<file path="src/sv/lruc_pkg.sv">
`timescale 1ns / 1ps

package lruc_pkg;

  localparam int KEY_W  = 32;
  localparam int DATA_W = 32;
  localparam int CAP_W  = 5;

  // request codes
  localparam logic REQ_GET = 1'b0;
  localparam logic REQ_PUT = 1'b1;

  // sequencer states
  typedef enum logic [2:0] {
    ST_IDLE,
    ST_SCAN,
    ST_DECIDE,
    ST_UPDATE,
    ST_RESP
  } state_t;

endpackage

</file>
<file path="src/sv/lruc_ram.sv">
`timescale 1ns / 1ps

// Simple dual-port entry RAM, one write and one registered read per cycle.
module lruc_ram #(
  parameter int DEPTH = 16,
  parameter int AW    = 4,
  parameter int WW    = 68
) (
  input  logic          clk,
  input  logic          wr_en,
  input  logic [AW-1:0] wr_addr,
  input  logic [WW-1:0] wr_data,
  input  logic          rd_en,
  input  logic [AW-1:0] rd_addr,
  output logic [WW-1:0] rd_data
);

  logic [WW-1:0] mem [DEPTH];

  always_ff @(posedge clk) begin
    if (wr_en) begin
      mem[wr_addr] <= wr_data;
    end
  end

  always_ff @(posedge clk) begin
    if (rd_en) begin
      rd_data <= mem[rd_addr];
    end
  end

endmodule

</file>
<file path="src/sv/lru_cache_key_value_top.sv">
`timescale 1ns / 1ps
// Channel  Direction  Handshake              Payload
// in_      input      in_valid / in_stall    in_req_type, in_key, in_value
// out_     output     out_valid / out_stall  out_hit, out_read_value, out_evicted,
//                                            out_evicted_key
// cfg_     input      cfg_we                 cfg_wdata (capacity)
//
// A get miss runs one scan pass over all entries and then responds; a hit or a
// put follows the scan with one read-modify-write pass that ages the ranks and
// writes the target. The entry RAM has a single read port, so each pass reads
// the entries one after another.
// Reset (rst_n low, synchronous) empties the store and sets capacity to 16.
// A stalled result holds in the output register while the next transaction runs.

module lru_cache_key_value_top #(
  parameter int ENTRIES = 16
) (
  input  logic               clk,
  input  logic               rst_n,
  input  logic               in_valid,
  output logic               in_stall,
  input  logic               in_req_type,
  input  logic signed [31:0] in_key,
  input  logic signed [31:0] in_value,
  output logic               out_valid,
  input  logic               out_stall,
  output logic               out_hit,
  output logic signed [31:0] out_read_value,
  output logic               out_evicted,
  output logic signed [31:0] out_evicted_key,
  input  logic               cfg_we,
  input  logic [4:0]         cfg_wdata
);

  localparam int KW = lruc_pkg::KEY_W;
  localparam int DW = lruc_pkg::DATA_W;
  localparam int AW = (ENTRIES > 1) ? $clog2(ENTRIES) : 1;   // index and rank width
  localparam int UW = $clog2(ENTRIES + 1);
  localparam int CW = (UW > lruc_pkg::CAP_W) ? UW : lruc_pkg::CAP_W;
  localparam int WW = KW + DW + AW;                           // {key, data, rank}
  localparam logic [AW-1:0] LAST = AW'(ENTRIES - 1);

  lruc_pkg::state_t state_r, state_nxt;

  logic [lruc_pkg::CAP_W-1:0] cap_r;
  logic [ENTRIES-1:0]         valid_r;
  logic [UW-1:0]              used_r;

  // request latched at acceptance
  logic          put_r;
  logic [KW-1:0] key_r;
  logic [DW-1:0] val_r;

  // read address sequencing
  logic [AW-1:0] cnt_r;
  logic          issued_r;
  logic          rv_r;
  logic [AW-1:0] ridx_r;

  // scan findings
  logic          found_r;
  logic [AW-1:0] f_idx_r;
  logic [AW-1:0] f_age_r;
  logic [DW-1:0] f_data_r;
  logic          slot_r;
  logic [AW-1:0] slot_idx_r;
  logic          any_r;
  logic [AW-1:0] best_r;
  logic [AW-1:0] vict_r;
  logic [KW-1:0] vkey_r;

  // update plan
  logic [AW-1:0] tgt_r;
  logic [AW-1:0] limit_r;
  logic          inc_all_r;
  logic [DW-1:0] new_data_r;

  // pending result
  logic          res_hit_r;
  logic [DW-1:0] res_rd_r;
  logic          res_ev_r;
  logic [KW-1:0] res_evk_r;

  logic          out_valid_r;
  logic          out_hit_r;
  logic [DW-1:0] out_rd_r;
  logic          out_ev_r;
  logic [KW-1:0] out_evk_r;

  // RAM ports
  logic          rd_en, wr_en;
  logic [AW-1:0] rd_addr, wr_addr;
  logic [WW-1:0] rd_data, wr_data;

  logic          accept;
  logic          out_load;

  lruc_ram #(
    .DEPTH (ENTRIES),
    .AW    (AW),
    .WW    (WW)
  ) u_ram (
    .clk     (clk),
    .wr_en   (wr_en),
    .wr_addr (wr_addr),
    .wr_data (wr_data),
    .rd_en   (rd_en),
    .rd_addr (rd_addr),
    .rd_data (rd_data)
  );

  // returned entry fields
  logic [KW-1:0] rd_key;
  logic [DW-1:0] rd_dat;
  logic [AW-1:0] rd_age;
  logic          cur_valid;
  logic          age_inc;

  assign rd_key    = rd_data[WW-1 -: KW];
  assign rd_dat    = rd_data[AW +: DW];
  assign rd_age    = rd_data[AW-1:0];
  assign cur_valid = valid_r[ridx_r];
  assign age_inc   = inc_all_r || (rd_age < limit_r);

  // capacity clamped to 1..ENTRIES
  logic [CW-1:0] cap_ext, eff_cap, used_ext;
  assign cap_ext  = CW'(cap_r);
  assign used_ext = CW'(used_r);

  always_comb begin
    priority if (cap_ext == '0) begin
      eff_cap = CW'(1);
    end else if (cap_ext > CW'(ENTRIES)) begin
      eff_cap = CW'(ENTRIES);
    end else begin
      eff_cap = cap_ext;
    end
  end

  // decision after the scan
  logic          dec_ins_slot;   // fill a free entry
  logic          dec_grow;       // used count goes up
  logic [AW-1:0] dec_tgt;

  always_comb begin
    dec_ins_slot = (used_ext < eff_cap) && slot_r;
    priority if (found_r) begin
      dec_tgt  = f_idx_r;
      dec_grow = 1'b0;
    end else if (dec_ins_slot) begin
      dec_tgt  = slot_idx_r;
      dec_grow = 1'b1;
    end else begin
      dec_tgt  = vict_r;
      dec_grow = !any_r;
    end
  end

  // ---------------- state machine ----------------
  always_comb begin
    state_nxt = state_r;
    unique case (state_r)
      lruc_pkg::ST_IDLE: begin
        if (in_valid) begin
          state_nxt = lruc_pkg::ST_SCAN;
        end
      end
      lruc_pkg::ST_SCAN: begin
        if (rv_r && ridx_r == LAST) begin
          state_nxt = lruc_pkg::ST_DECIDE;
        end
      end
      lruc_pkg::ST_DECIDE: begin
        if (found_r || put_r == lruc_pkg::REQ_PUT) begin
          state_nxt = lruc_pkg::ST_UPDATE;
        end else begin
          state_nxt = lruc_pkg::ST_RESP;
        end
      end
      lruc_pkg::ST_UPDATE: begin
        if (rv_r && ridx_r == LAST) begin
          state_nxt = lruc_pkg::ST_RESP;
        end
      end
      lruc_pkg::ST_RESP: begin
        if (!out_valid_r || !out_stall) begin
          state_nxt = lruc_pkg::ST_IDLE;
        end
      end
      default: state_nxt = lruc_pkg::ST_IDLE;
    endcase
  end

  always_comb begin
    in_stall = 1'b1;
    rd_en    = 1'b0;
    rd_addr  = cnt_r;
    wr_en    = 1'b0;
    wr_addr  = ridx_r;
    wr_data  = {rd_key, rd_dat, rd_age + AW'(1)};
    out_load = 1'b0;
    unique case (state_r)
      lruc_pkg::ST_IDLE: begin
        in_stall = 1'b0;
      end
      lruc_pkg::ST_SCAN: begin
        rd_en = !issued_r;
      end
      lruc_pkg::ST_DECIDE: begin
      end
      lruc_pkg::ST_UPDATE: begin
        rd_en = !issued_r;
        if (rv_r) begin
          if (ridx_r == tgt_r) begin
            wr_en   = 1'b1;
            wr_data = {key_r, new_data_r, AW'(0)};
          end else if (cur_valid && age_inc) begin
            wr_en = 1'b1;
          end
        end
      end
      lruc_pkg::ST_RESP: begin
        out_load = !out_valid_r || !out_stall;
      end
      default: begin
      end
    endcase
  end

  assign accept = in_valid && !in_stall;

  always_ff @(posedge clk) begin
    if (!rst_n) begin
      state_r <= lruc_pkg::ST_IDLE;
    end else begin
      state_r <= state_nxt;
    end
  end

  always_ff @(posedge clk) begin
    if (!rst_n) begin
      cap_r <= lruc_pkg::CAP_W'(16);
    end else if (cfg_we) begin
      cap_r <= cfg_wdata;
    end
  end

  // address sequencing for both passes
  always_ff @(posedge clk) begin
    if (!rst_n) begin
      cnt_r    <= '0;
      issued_r <= 1'b0;
      rv_r     <= 1'b0;
    end else begin
      rv_r <= rd_en;
      if (accept || state_r == lruc_pkg::ST_DECIDE) begin
        cnt_r    <= '0;
        issued_r <= 1'b0;
      end else if (rd_en) begin
        if (cnt_r == LAST) begin
          issued_r <= 1'b1;
        end else begin
          cnt_r <= cnt_r + AW'(1);
        end
      end
    end
  end

  always_ff @(posedge clk) begin
    ridx_r <= rd_addr;
  end

  // latch request; collect scan findings
  always_ff @(posedge clk) begin
    if (accept) begin
      put_r   <= in_req_type;
      key_r   <= $unsigned(in_key);
      val_r   <= $unsigned(in_value);
      found_r <= 1'b0;
      slot_r  <= 1'b0;
      any_r   <= 1'b0;
      vict_r  <= '0;
    end else if (state_r == lruc_pkg::ST_SCAN && rv_r) begin
      if (!found_r && cur_valid && rd_key == key_r) begin
        found_r  <= 1'b1;
        f_idx_r  <= ridx_r;
        f_age_r  <= rd_age;
        f_data_r <= rd_dat;
      end
      if (!slot_r && !cur_valid) begin
        slot_r     <= 1'b1;
        slot_idx_r <= ridx_r;
      end
      // oldest entry: largest rank, first one wins ties
      if (cur_valid && (!any_r || rd_age > best_r)) begin
        any_r  <= 1'b1;
        best_r <= rd_age;
        vict_r <= ridx_r;
        vkey_r <= rd_key;
      end
    end
  end

  // plan the update pass and the result
  always_ff @(posedge clk) begin
    if (state_r == lruc_pkg::ST_DECIDE) begin
      tgt_r      <= dec_tgt;
      limit_r    <= f_age_r;
      inc_all_r  <= !found_r;
      new_data_r <= (put_r == lruc_pkg::REQ_PUT) ? val_r : f_data_r;
      res_hit_r  <= found_r;
      res_rd_r   <= (found_r && put_r == lruc_pkg::REQ_GET) ? f_data_r : '0;
      res_ev_r   <= !found_r && put_r == lruc_pkg::REQ_PUT && !dec_ins_slot && any_r;
      res_evk_r  <= (!found_r && put_r == lruc_pkg::REQ_PUT && !dec_ins_slot && any_r)
                    ? vkey_r : '0;
    end
  end

  // occupancy: new entry becomes valid at the decision
  always_ff @(posedge clk) begin
    if (!rst_n) begin
      valid_r <= '0;
      used_r  <= '0;
    end else if (state_r == lruc_pkg::ST_DECIDE && !found_r &&
                 put_r == lruc_pkg::REQ_PUT) begin
      valid_r[dec_tgt] <= 1'b1;
      if (dec_grow) begin
        used_r <= used_r + UW'(1);
      end
    end
  end

  // output register
  always_ff @(posedge clk) begin
    if (!rst_n) begin
      out_valid_r <= 1'b0;
    end else if (out_load) begin
      out_valid_r <= 1'b1;
    end else if (!out_stall) begin
      out_valid_r <= 1'b0;
    end
  end

  always_ff @(posedge clk) begin
    if (out_load) begin
      out_hit_r <= res_hit_r;
      out_rd_r  <= res_rd_r;
      out_ev_r  <= res_ev_r;
      out_evk_r <= res_evk_r;
    end
  end

  assign out_valid       = out_valid_r;
  assign out_hit         = out_hit_r;
  assign out_read_value  = $signed(out_rd_r);
  assign out_evicted     = out_ev_r;
  assign out_evicted_key = $signed(out_evk_r);

`ifndef SYNTH
  // occupancy count tracks the valid bits
  a_used_count: assert property (@(posedge clk) disable iff (!rst_n)
    $countones(valid_r) == int'(used_r))
    else $error("used count does not match valid bits");

  // an accepted transaction always starts the scan pass
  a_accept_scan: assert property (@(posedge clk) disable iff (!rst_n)
    accept |=> state_r == lruc_pkg::ST_SCAN)
    else $error("accepted transaction did not start scan");

  // read-modify-write never reads and writes one entry in the same cycle
  a_no_rw_clash: assert property (@(posedge clk) disable iff (!rst_n)
    (wr_en && rd_en) |-> wr_addr != rd_addr)
    else $error("RAM read and write collide on one entry");
`endif

endmodule
</file>
<file path="config.mk">
export PLATFORM = sky130hd
export DESIGN_NAME = lru_cache_key_value_top
export DESIGN_NICKNAME = d
export VERILOG_FILES = /design/src/sv/lruc_pkg.sv /design/src/sv/lruc_ram.sv /design/src/sv/lru_cache_key_value_top.sv
export SDC_FILE = /design/constraint.sdc
export NUM_CORES = 2
export LEC_CHECK = 0
export ABC_AREA = 1
export BUFFER_PORTS_ARGS = -buffer_cell sky130_fd_sc_hd__clkbuf_2
export CORE_MARGIN = 4
export CORE_UTILIZATION = 60
export DETAILED_ROUTE_END_ITERATION = 12
export PLACE_DENSITY = 0.76
export SETUP_SLACK_MARGIN = 0.05
export SLEW_MARGIN = 10
export SYNTH_ARGS = -nofsm -noshare
export SYNTH_HDL_FRONTEND = slang
export SYNTH_HIERARCHICAL = 1
export SYNTH_SLANG_ARGS = --single-unit
</file>
<file path="constraint.sdc">
create_clock -name clk -period 6.85 [get_ports clk]
set_input_delay 1.37 -clock clk [delete_from_list [all_inputs] [get_ports clk]]
set_output_delay 1.37 -clock clk [all_outputs]
set_load 0.02 [all_outputs]
</file>
==> summary.md <==
| Metric | Value |
|---|---|
| Hold Crit Start | res_rd_r[31] |
| Area grow syn2layout | 10.6% |
| Vias | 40,400 |
| Clock Sinks | 1,521 |
| Kind of critical path | flip-flop to flip-flop |
| Synth top cells by count | 1,626 x nand2_1, 1,474 x edfxtp_1, 936 x inv_1 |
| Routability Congestion | 0.825 |
| Synth area leaders | edfxtp_1 71%, nand2_1 9.7%, nand3_1 6.7% |
| Synth unique cells | 35 |
| CTS clk-pin slew, worst paths | 0.06 ns |
| FF-to-FF path depth | 11 |
| CP Cell Sequence | inv_1 > a21oi_1 > o21ai_0 > nand3_1 > nand3_1 > nand2_1 > nand2_1 > o21ai_0 > nand3_1 > nor2_4 > buf_4 |
| PostCTS Resize Cnt | 0 |
| Max FFs per register | 1,088 |
| RR Endpoint | u_ram/mem[15][46] |
| Clock Latency Late Sink | 0.78 ns |
| Synth top area share | 70.6% |
| I/O pin count | 143 |
| Largest net degree at the start of global routing | 221 |
| Top-count cell post-synth | nand2_1 |
| Fill count | 7,197 |
| RSZ-0062 raised after global routing | false |
| Worst min-delay path class | flip-flop to flip-flop |
| Chip height | 331 µm |
| H-Tree Depth | 4 |
| Synth Area per Inst | 11.2 µm² |
| Largest Register | u_ram/mem |
| Final Skew | 0.0386 ns |
| TritonCTS Buffers | 151 |
| Final Critical Period | 4.46 ns |
| Max_cap viols | 0 |
| Storage element area | 0.0452 mm² |
| Max rail drop VDD | 0.276 mV |
| Pre-antenna DRT Iters | 9 |
| Vias in the first global route | 39,700 |
| Initial Util | 60.5% |
| CP most frequent cell | nand3_1 |
| Asr flop ratio synth | 0% |
| Multi-input gate area | 0.0128 mm² |
| RR Startpoint | ridx_r[0] |
| Slew HR | 13.5% |
| Setup bufs post-CTS | 0 |
| Largest registers | u_ram/mem (1088), u_ram/rd_data (68) |
| Final WL | 148,000 µm |
| Power density over the cells | 339 mW/mm² |
| Final Hold Fails | 0 |
| Startpoint Class | flip-flop |
| Family with the most delay on the worst path | simple AND/OR/NAND/NOR gates |
| Routed length per instance | 20.6 µm |
| Max FO, Critical Path | 27 |
| Post-route DRC | 0 |
| Leak Pwr | 28.4 nW |
| Slowest CP cell | nor2_4 |
| Initial antenna violation count | 2 |
| Tcrit/Tclk final | 65.2% |
| 1st-iter DRT viols | 5,000 |
| Flop2flop setup slack | 2.39 ns |
| Yosys top cell by area | edfxtp_1 |
| Layout cells sized above 1 | 8.59% |
| WP buf/inv | 2 |
| Worst setup path startpoint | ridx_r[0] |
| Antenna Nets Post-Route | 0 |
| Die W | 331 µm |
| # port buffers | 142 |
| Max Transition Viols Final | 0 |
| Die footprint | 0.110 mm² |
| Post-synth EDFFs | 1,474 |
| Worst Tran Pin Value | 1.30 ns |
| Status | finished, final reports clean |
| CTS Hold Bufs | 0 |
| Core Box Area | 0.104 mm² |
| Ys Warns | 6 |
| Final setup viols | 0 |
| Detailed Place HPWL | 80,200 µm |
| Final nets | 5,771 |
| Critical path arrival | 4.85 ns |
| Sequential area share after synthesis | 72.1% |
| CTS tree | built |
| CTS Buffer Depth | 3 |
| Root buf cell | clkbuf_16 |
| Vias per cell | 5.63 |
| First-pass GRT wire length | 227,000 µm |
| Post-Route Utilization | 66.9% |
| Seq cells post-synth | 1,521 |
| Max Freq | 0.224 GHz |
| Net count after synthesis | 5,664 |
| CP endpoint | u_ram/mem[15][46] |
| Setup TNS | 0 ns |
| Synth Flop Type | edfxtp_1 |
| Worst EP required | 7.24 ns |
| Tot GR Track Use | 26.6% |
| Critical Path End Type | flip-flop |
| Worst path depth | 11 |
| Post-synthesis cell area | 0.0627 mm² |
| GR Overflow Total | 0 |
| Crit path largest cell delay | 0.93 ns |
| Num rows | 118 |
| Post-Syn Instances | 5,575 |
-- metrics by stage --
stage / total power, mW / hold WS (ns) / instances / worst slack [ns] / area, µm²
floorplan: 14.5 / 0.372 / 5575 / 1.19 / 62700
CTS: 23.6 / 0.418 / 7179 / 2.42 / 69300
global route: 24.4 / 0.422 / 7180 / 2.18 / 69300
detailed placement: 15.8 / 0.405 / 6908 / 2.45 / 64600
global placement: 15.6 / 0.401 / 6908 / 2.50 / 64600
finish: 23.5 / 0.417 / 7181 / 2.39 / 69300
-- report_power, final --
part / leakage [nW] / internal, mW / switching [mW]
Combinational: 12.4 / 0.913 / 2.92
Clock: 2.29 / 4.34 / 3.52
Sequential: 13.7 / 11.5 / 0.319
Total: 28.4 / 16.7 / 6.75
-- logic make-up (layout without fill, tap and decap cells) --
group,count (synthesis),count (layout),synth area share [%]
simple gates,2686,2686,17.9
flops,1521,1521,72.1
buf+inv,1195,1420,7.73
compound gates,101,101,0.854
mux,40,40,0.880
xor+xnor,18,18,0.251
fa+ha+maj,14,14,0.279
other cells,0,1,0
-- layout by cell type, fill, tap and decap left out, types with 20 or more instances in the layout --
cell type     n
o21ai_0      44
inv_1       932
clkbuf_16   151
mux2_4       27
nand3_1     845
nor2_4       20
clkbuf_1     33
nand2_1    1626
clkinv_2     28
edfxtp_1   1474
dfxtp_1      43
clkinv_1     35
clkbuf_2    142
a21oi_1      31
buf_4        57
nor2_1      158
-- layer usage --
layer / GRT usage [%] / part of all wire, % / up-vias
met5: 0 / 0.014 / -
met4: 10.8 / 3.9 / 2
met3: 4.81 / 9.6 / 364
met2: 43.3 / 48 / 2209
met1: 35.8 / 38 / 19400
li1: - / - / 18500
-- area by class of cell --
| type | instances | area share, % |
|---|---|---|
| antenna | 1 | 0.00361 |
| clock buffer | 184 | 5.63 |
| clock inverter | 87 | 1.15 |
| inverter | 941 | 5.14 |
| multi-input combinational | 2859 | 18.5 |
| sequential | 1521 | 65.2 |
| tap | 1380 | 2.49 |
| timing repair buffer | 208 | 1.90 |
-- worst min-delay path by stage --
stage / endpoint / depth (start not counted)
floorplan: ridx_r[3] / 0
global placement: out_read_value[0] / 0
detailed placement: limit_r[1] / 0
CTS: out_evicted_key[3] / 0
global route: out_read_value[25] / 0
finish: out_read_value[31] / 0
(Power assumes the default switching activity.)
